## src/rtl/core/itp_pkg.sv

```systemverilog
// shared types and constants for the integer text parser
package itp_pkg;

	localparam int unsigned RADIX_W    = 6;
	localparam int unsigned CHAR_W     = 8;
	localparam int unsigned DIGIT_W    = 6;
	localparam int unsigned VALUE_W    = 64;
	localparam int unsigned CONSUMED_W = 16;

	localparam longint unsigned COUNT_MAX_DEF  = 64'd65535;
	localparam int unsigned     VALUE_BITS_DEF = 64;

	localparam int unsigned QUEUE_DEPTH = 4;

	localparam logic [DIGIT_W-1:0] DIGIT_NONE = 6'd63;

	localparam logic [RADIX_W-1:0] RADIX_AUTO = 6'd0;
	localparam logic [RADIX_W-1:0] RADIX_OCT  = 6'd8;
	localparam logic [RADIX_W-1:0] RADIX_DEC  = 6'd10;
	localparam logic [RADIX_W-1:0] RADIX_HEX  = 6'd16;

	typedef enum logic [2:0] {
		PH_DONE,
		PH_SPACE,
		PH_PREFIX,
		PH_ZERO,
		PH_DIGITS
	} phase_t;

	typedef struct packed {
		logic               start;
		logic [RADIX_W-1:0] radix;
		logic [DIGIT_W-1:0] digit;
		logic               is_space;
		logic               is_minus;
		logic               is_plus;
		logic               is_x;
	} item_t;

endpackage

```

## src/rtl/core/integer_text_parser.sv

```systemverilog
// integer text parser top level
// the ending item passes through the item queue and then the result register before its result leaves
// throughput: one item per cycle while in_stall is low; the back end accumulates one digit per cycle (64 x 6 multiply)
// the four-entry item queue absorbs result stalls until it fills
// reset: arst_n clears the queue, the parse phase and the result valid
// an item with start_req set opens a new string at any time
module integer_text_parser import itp_pkg::*; #(
	parameter longint unsigned COUNT_MAX  = COUNT_MAX_DEF,
	parameter int unsigned     VALUE_BITS = VALUE_BITS_DEF
) (
	input  logic                  clk,
	input  logic                  arst_n,
	input  logic                  in_valid,
	output logic                  in_stall,
	input  logic                  start_req,
	input  logic [RADIX_W-1:0]    radix,
	input  logic [CHAR_W-1:0]     char_in,
	output logic                  out_valid,
	input  logic                  out_stall,
	output logic [VALUE_W-1:0]    value,
	output logic [CONSUMED_W-1:0] consumed
);

	logic  head_valid;
	item_t head;
	logic  pop;

	itp_front u_front (
		.clk        (clk),
		.arst_n     (arst_n),
		.in_valid   (in_valid),
		.in_stall   (in_stall),
		.start_req  (start_req),
		.radix      (radix),
		.char_in    (char_in),
		.head_valid (head_valid),
		.head       (head),
		.pop        (pop)
	);

	itp_back #(
		.COUNT_MAX  (COUNT_MAX),
		.VALUE_BITS (VALUE_BITS)
	) u_back (
		.clk        (clk),
		.arst_n     (arst_n),
		.head_valid (head_valid),
		.head       (head),
		.pop        (pop),
		.out_valid  (out_valid),
		.out_stall  (out_stall),
		.value      (value),
		.consumed   (consumed)
	);

endmodule

```

## src/rtl/core/itp_front.sv

```systemverilog
// front end: character classification and item queue
module itp_front import itp_pkg::*; (
	input  logic              clk,
	input  logic              arst_n,
	input  logic              in_valid,
	output logic              in_stall,
	input  logic              start_req,
	input  logic [RADIX_W-1:0] radix,
	input  logic [CHAR_W-1:0] char_in,
	output logic              head_valid,
	output item_t             head,
	input  logic              pop
);

	localparam int unsigned PTR_W = $clog2(QUEUE_DEPTH);
	localparam int unsigned CNT_W = $clog2(QUEUE_DEPTH + 1);

	localparam logic [CHAR_W-1:0] CH_TAB     = 8'h09;
	localparam logic [CHAR_W-1:0] CH_CR      = 8'h0D;
	localparam logic [CHAR_W-1:0] CH_SPACE   = 8'h20;
	localparam logic [CHAR_W-1:0] CH_PLUS    = 8'h2B;
	localparam logic [CHAR_W-1:0] CH_MINUS   = 8'h2D;
	localparam logic [CHAR_W-1:0] CH_ZERO    = 8'h30;
	localparam logic [CHAR_W-1:0] CH_NINE    = 8'h39;
	localparam logic [CHAR_W-1:0] CH_UP_A    = 8'h41;
	localparam logic [CHAR_W-1:0] CH_UP_X    = 8'h58;
	localparam logic [CHAR_W-1:0] CH_UP_Z    = 8'h5A;
	localparam logic [CHAR_W-1:0] CH_LO_A    = 8'h61;
	localparam logic [CHAR_W-1:0] CH_LO_X    = 8'h78;
	localparam logic [CHAR_W-1:0] CH_LO_Z    = 8'h7A;
	localparam logic [CHAR_W-1:0] UP_OFFSET  = 8'd55;
	localparam logic [CHAR_W-1:0] LO_OFFSET  = 8'd87;

	item_t            queue_q [QUEUE_DEPTH];
	logic [PTR_W-1:0] wr_ptr_q;
	logic [PTR_W-1:0] rd_ptr_q;
	logic [CNT_W-1:0] count_q;
	logic             push;
	item_t            cls;

	always_comb begin
		cls          = '0;
		cls.start    = start_req;
		cls.radix    = radix;
		cls.is_space = (char_in == CH_SPACE) || (char_in >= CH_TAB && char_in <= CH_CR);
		cls.is_minus = (char_in == CH_MINUS);
		cls.is_plus  = (char_in == CH_PLUS);
		cls.is_x     = (char_in == CH_LO_X) || (char_in == CH_UP_X);
		if (char_in >= CH_ZERO && char_in <= CH_NINE) begin
			cls.digit = DIGIT_W'(char_in - CH_ZERO);
		end else if (char_in >= CH_LO_A && char_in <= CH_LO_Z) begin
			cls.digit = DIGIT_W'(char_in - LO_OFFSET);
		end else if (char_in >= CH_UP_A && char_in <= CH_UP_Z) begin
			cls.digit = DIGIT_W'(char_in - UP_OFFSET);
		end else begin
			cls.digit = DIGIT_NONE;
		end
	end

	assign in_stall   = (count_q == CNT_W'(QUEUE_DEPTH));
	assign push       = in_valid && !in_stall;
	assign head_valid = (count_q != '0);
	assign head       = queue_q[rd_ptr_q];

	always_ff @(posedge clk) begin
		if (push) begin
			queue_q[wr_ptr_q] <= cls;
		end
	end

	// pointers wrap at the power-of-two depth
	always_ff @(posedge clk or negedge arst_n) begin
		if (!arst_n) begin
			wr_ptr_q <= '0;
			rd_ptr_q <= '0;
			count_q  <= '0;
		end else begin
			if (push) begin
				wr_ptr_q <= wr_ptr_q + 1'b1;
			end
			if (pop) begin
				rd_ptr_q <= rd_ptr_q + 1'b1;
			end
			if (push && !pop) begin
				count_q <= count_q + 1'b1;
			end else if (pop && !push) begin
				count_q <= count_q - 1'b1;
			end
		end
	end

	a_count_bound: assert property (@(posedge clk) disable iff (!arst_n)
		count_q <= CNT_W'(QUEUE_DEPTH))
		else $error("queue count above depth");

	a_pop_nonempty: assert property (@(posedge clk) disable iff (!arst_n)
		pop |-> count_q != '0)
		else $error("pop from empty queue");

	a_count_up: assert property (@(posedge clk) disable iff (!arst_n)
		push && !pop |=> count_q == $past(count_q) + 1'b1)
		else $error("queue count lost a push");

endmodule

```

## src/rtl/core/itp_back.sv

```systemverilog
// back end: parse state machine, accumulator and result register
module itp_back import itp_pkg::*; #(
	parameter longint unsigned COUNT_MAX  = COUNT_MAX_DEF,
	parameter int unsigned     VALUE_BITS = VALUE_BITS_DEF
) (
	input  logic                  clk,
	input  logic                  arst_n,
	input  logic                  head_valid,
	input  item_t                 head,
	output logic                  pop,
	output logic                  out_valid,
	input  logic                  out_stall,
	output logic [VALUE_W-1:0]    value,
	output logic [CONSUMED_W-1:0] consumed
);

	localparam int unsigned CNT_W = $clog2(COUNT_MAX + 64'd1);

	phase_t                  phase_q;
	phase_t                  phase_n;
	logic [VALUE_BITS-1:0]   acc_q;
	logic [VALUE_BITS-1:0]   acc_n;
	logic                    neg_q;
	logic                    neg_n;
	logic [RADIX_W-1:0]      wr_q;
	logic [RADIX_W-1:0]      wr_n;
	logic [CNT_W-1:0]        cnt_q;
	logic [CNT_W-1:0]        cnt_n;
	logic [VALUE_BITS-1:0]   prod;
	logic [VALUE_BITS-1:0]   result;
	logic                    count;
	logic                    do_digit;
	logic                    emit;
	logic                    out_valid_q;
	logic [VALUE_W-1:0]      value_q;
	logic [CONSUMED_W-1:0]   consumed_q;

	always_ff @(posedge clk or negedge arst_n) begin
		if (!arst_n) begin
			phase_q <= PH_DONE;
		end else if (pop) begin
			phase_q <= phase_n;
		end
	end

	always_comb begin
		phase_n  = (head_valid && head.start) ? PH_SPACE : phase_q;
		acc_n    = head.start ? '0 : acc_q;
		neg_n    = head.start ? 1'b0 : neg_q;
		wr_n     = head.start ? head.radix : wr_q;
		cnt_n    = head.start ? '0 : cnt_q;
		count    = 1'b0;
		do_digit = 1'b0;
		emit     = 1'b0;
		prod     = '0;
		unique case (phase_n)
			PH_DONE: begin
			end
			PH_SPACE, PH_PREFIX: begin
				if (phase_n == PH_SPACE && head.is_space) begin
					count = 1'b1;
				end else if (phase_n == PH_SPACE && head.is_minus) begin
					neg_n   = 1'b1;
					count   = 1'b1;
					phase_n = PH_PREFIX;
				end else if (phase_n == PH_SPACE && head.is_plus) begin
					count   = 1'b1;
					phase_n = PH_PREFIX;
				end else if (head.digit == '0 && (wr_n == RADIX_AUTO || wr_n == RADIX_HEX)) begin
					count   = 1'b1;
					phase_n = PH_ZERO;
				end else begin
					if (wr_n == RADIX_AUTO) begin
						wr_n = RADIX_DEC;
					end
					do_digit = 1'b1;
				end
			end
			PH_ZERO: begin
				if (head.is_x) begin
					wr_n    = RADIX_HEX;
					count   = 1'b1;
					phase_n = PH_DIGITS;
				end else begin
					if (wr_n == RADIX_AUTO) begin
						wr_n = RADIX_OCT;
					end
					do_digit = 1'b1;
				end
			end
			PH_DIGITS: begin
				do_digit = 1'b1;
			end
			default: begin
			end
		endcase
		if (do_digit) begin
			if (head.digit < wr_n) begin
				prod    = acc_n * VALUE_BITS'(wr_n);
				acc_n   = prod + VALUE_BITS'(head.digit);
				count   = 1'b1;
				phase_n = PH_DIGITS;
			end else begin
				emit    = 1'b1;
				phase_n = PH_DONE;
			end
		end
		if (count && cnt_n < CNT_W'(COUNT_MAX)) begin
			cnt_n = cnt_n + 1'b1;
		end
	end

	assign result = neg_n ? (VALUE_BITS'(0) - acc_n) : acc_n;
	assign pop    = head_valid && (!emit || !out_valid_q || !out_stall);

	always_ff @(posedge clk) begin
		if (pop) begin
			acc_q <= acc_n;
			neg_q <= neg_n;
			wr_q  <= wr_n;
			cnt_q <= cnt_n;
		end
		if (pop && emit) begin
			value_q    <= VALUE_W'(signed'(result));
			consumed_q <= CONSUMED_W'(cnt_n);
		end
	end

	always_ff @(posedge clk or negedge arst_n) begin
		if (!arst_n) begin
			out_valid_q <= 1'b0;
		end else if (pop && emit) begin
			out_valid_q <= 1'b1;
		end else if (!out_stall) begin
			out_valid_q <= 1'b0;
		end
	end

	assign out_valid = out_valid_q;
	assign value     = value_q;
	assign consumed  = consumed_q;

	a_emit_done: assert property (@(posedge clk) disable iff (!arst_n)
		pop && emit |=> phase_q == PH_DONE && out_valid_q)
		else $error("result issued without ending the parse");

	a_result_source: assert property (@(posedge clk) disable iff (!arst_n)
		$rose(out_valid_q) |-> $past(pop && emit))
		else $error("result appeared without an ending item");

	a_done_holds: assert property (@(posedge clk) disable iff (!arst_n)
		phase_q == PH_DONE && !(pop && head.start) |=> phase_q == PH_DONE)
		else $error("parse left done without a start");

endmodule
```

## config.mk

```make
export PLATFORM = sky130hd
export DESIGN_NAME = integer_text_parser
export DESIGN_NICKNAME = d
export VERILOG_FILES = /design/src/rtl/core/itp_pkg.sv /design/src/rtl/core/integer_text_parser.sv /design/src/rtl/core/itp_front.sv /design/src/rtl/core/itp_back.sv
export SDC_FILE = /design/constraint.sdc
export NUM_CORES = 1
export LEC_CHECK = 0
export BUFFER_PORTS_ARGS = -buffer_cell sky130_fd_sc_hd__buf_4
export CAP_MARGIN = 20
export CORE_MARGIN = 1.5
export CORE_UTILIZATION = 50
export DETAILED_ROUTE_END_ITERATION = 10
export HOLD_SLACK_MARGIN = 0.02
export PLACE_DENSITY = 0.77
export SLEW_MARGIN = 20
export SYNTH_ARGS = -nofsm -noshare
export SYNTH_HDL_FRONTEND = slang
export SYNTH_SLANG_ARGS = --single-unit
```

## constraint.sdc

```tcl
create_clock -name clk -period 43.8 [get_ports clk]
set_clock_uncertainty 0.05 [all_clocks]
set_input_delay 4.38 -clock clk [delete_from_list [all_inputs] [get_ports clk]]
set_output_delay 4.38 -clock clk [all_outputs]
set_load 0.1 [all_outputs]
```

==> impl_metrics.ini <==
[run_status]
run_status = finished clean

[timing]
finalSetupViolCount = 0
post-route-period-util = 0.266
drv_slew = 0
max_freq_ghz = 0.0858
grt_setup_unrepaired = false
tightest_slew_ps = 1100
hold_viol = 0
slew_headroom = 0.270
fin_crit_ps = 11660
tns_ps = 0
hold_ws_ps = 464

[layout]
fin_area_um2 = 26800
drive_gt1_frac = 0.0869
instances_no_fill = 3275
diodes = 0
nets = 2999
n_fill_cell = 4209
area_growth_pct = 8.96

[drt]
drtIter0Drc = 2099
wl_met3_mm = 4.64
met2WireLength_mm = 32.7
met1_length_mm = 27.1
drtAntennaViolNets = 0
wl_mm = 66.9
wl_per_cell_um = 20.4
vias_per_cell = 6.17
top_layer = met5
route.detailed.drc = 0
vias = 20204
first_pass_iters = 6

[clocking]
clk_pin_slew_ps = 60
cts_inserted_buffers = 28
insertion_delay_ps = 600
postCtsSetupBuffers = 0
cts_sinks = 246
cts_tree = done
cts_root_buf = clkbuf_16
cts_buffer_depth = 3
holdBufCountCts = 0
post_cts_resize_count = 0
cts_max_level = 1

[floorplanning]
core_um2 = 48700
placement_rows = 81
die_area_um2 = 50500
pin_count = 101
die_h_um = 225
initial_core_util = 0.504
die_w_um = 225

[hold_path]
hold_depth = 1
hold_path.class = reg2reg
hold_start = u_front.count_q[2]$_DFFE_PN0P_
hold_end = u_front.count_q[2]$_DFFE_PN0P_

[placement]
gp_congestion = 1.02
dpl.hpwl_mm = 50.7
dpl_cell_area_um2 = 25800
post-place-cells = 3223
portBuffers = 100

[yosys]
async_reset_ff_frac = 0.0447
syn_avg_cell_area_um2 = 9.55
syn_nets = 2981
yosysSeqAreaShare = 0.299
synth-main-ff-cell = edfxtp_1
yosys.area.top_type = edfxtp_1
synthTopCellsByCount = nor2_1, nand2_1, fa_1
syn-cell-area_um2 = 24600
synth-seq-cells = 246
netlist_top_cells_area = edfxtp_1, fa_1, ha_1, nor2_1, nand2_1
ys_types = 101
synth.most_common_cell = nor2_1
syn_inst = 2571
synth-edff-count = 235
synth_top_area_frac = 0.287
yosys_warnings = 0

[global_routing]
grt_pass1_vias = 20240
grt_max_degree = 73
grt_pass1_wl_mm = 109
overflow = 0
track_usage = 0.271
grt_antenna_before_repair = 1

[worst_setup_path]
cp_max_fo = 29
reg2reg_from = u_front.rd_ptr_q[1]$_DFFE_PN0P_
setup.worst_path.end_class = register
rrSetupSlack_ps = 32140
arrival_ps = 11950
rr_worst_depth = 25
setup.worst_path.class = reg2reg
worstSetupStartpointType = register
cp_data_required_time_ps = 44090
r2r_end = u_back.value[63]$_DFFE_PP_

[flow_run]
max-cap-violations = 0
[per-layer routing]
layer / GRT usage / up-vias
met4: 0.0935 / 2
li1: - / 9122
met3: 0.0298 / 181
met2: 0.462 / 979
met1: 0.359 / 9920
met5: 0 / -
[how the worst max path moves through the flow]
| stage | from | to | slack, ps | cells past startpoint |
|---|---|---|---|---|
| 5_1_grt | u_front.rd_ptr_q[1]$_DFFE_PN0P_ | u_back.value[57]$_DFFE_PP_ | 31570 | 25 |
| 2_1_floorplan | out_stall | u_back.consumed[0]$_DFFE_PP_ | 28090 | 3 |
| 3_3_place_gp | u_front.rd_ptr_q[1]$_DFFE_PN0P_ | u_back.value[63]$_DFFE_PP_ | 32670 | 25 |
| 4_1_cts | u_front.rd_ptr_q[1]$_DFFE_PN0P_ | u_back.value[63]$_DFFE_PP_ | 32340 | 25 |
| 3_5_place_dp | u_front.rd_ptr_q[1]$_DFFE_PN0P_ | u_back.value[63]$_DFFE_PP_ | 32410 | 25 |
| 6_report | u_front.rd_ptr_q[1]$_DFFE_PN0P_ | u_back.value[63]$_DFFE_PP_ | 32140 | 25 |
[state kept, by name (all words and copies together) (netlist names)]
| signal | cells |
|---|---|
| u_back.value | 64 |
| u_front.queue_q | 68 |
| u_back.neg_q | 1 |
| u_back.out_valid | 1 |
| u_front.wr_ptr_q | 2 |
| u_back.phase_q | 3 |
| u_back.cnt_q | 16 |
| u_back.consumed | 16 |
| u_back.acc_q | 64 |
| u_front.rd_ptr_q | 2 |
| u_back.wr_q | 6 |
| u_front.count_q | 3 |
[worst max-delay path, cell delays in order (launching register included)]
cell,delay (ps)
dfrtp_1,1010
mux4_2,770
nand2_1,450
a21oi_1,240
or2_2,350
nor3b_1,480
o21a_1,420
clkinv_1,770
nor2_1,380
fa_1,470
fa_1,490
fa_1,500
ha_1,310
ha_1,410
a21o_1,250
a221o_1,450
a2111oi_2,440
a21oi_1,190
a21oi_1,440
o21bai_1,160
xor2_1,180
o31ai_1,720
nand4_1,610
nor3_1,490
a31oi_1,160
xor2_1,170
[metrics by stage]
step	setup WS, ps	utilization
after floorplan	28090	-
after global placement	32670	0.529
after detailed placement	32410	0.529
after CTS	32340	0.549
after global routing	31570	0.549
final	32140	0.549
[kinds of logic after synthesis]
| kind of cell | after synthesis | synth area share |
|---|---|---|
| AND/OR/NAND/NOR | 1035 | 0.188 |
| adder cells (fa/ha/maj) | 391 | 0.273 |
| XOR/XNOR | 131 | 0.0467 |
| buffers and inverters | 246 | 0.0405 |
| multiplexers | 36 | 0.0241 |
| AO/OA/AOI/OAI | 486 | 0.129 |
| flip-flops | 246 | 0.299 |
[final cells by class]
type | count | area, um^2 | share of cell area
timing repair buffer | 116 | 871 | 0.0325
multi-input combinational | 2079 | 16300 | 0.610
clock buffer | 29 | 704 | 0.0263
sequential | 246 | 7330 | 0.274
tap | 664 | 831 | 0.0310
inverter | 118 | 444 | 0.0166
clock inverter | 23 | 265 | 0.00991
[placed cells by master (no fill, tap or decap), types with 17 or more instances in the layout]
cell,instances
nor4_1,22
nor2_1,467
a21o_1,17
or3_1,18
nand4_1,39
a21oi_1,135
o21ai_0,128
inv_1,114
xnor2_1,84
fa_1,241
xor2_1,47
nor3_1,44
o211ai_1,21
buf_4,116
a31oi_1,25
edfxtp_1,235
o31ai_1,19
nand2_1,275
nand3_1,66
ha_1,150
clkbuf_16,28
Power is not shown: default switching activity piles up to over one toggle a cycle in this logic, so the estimate is an artifact.
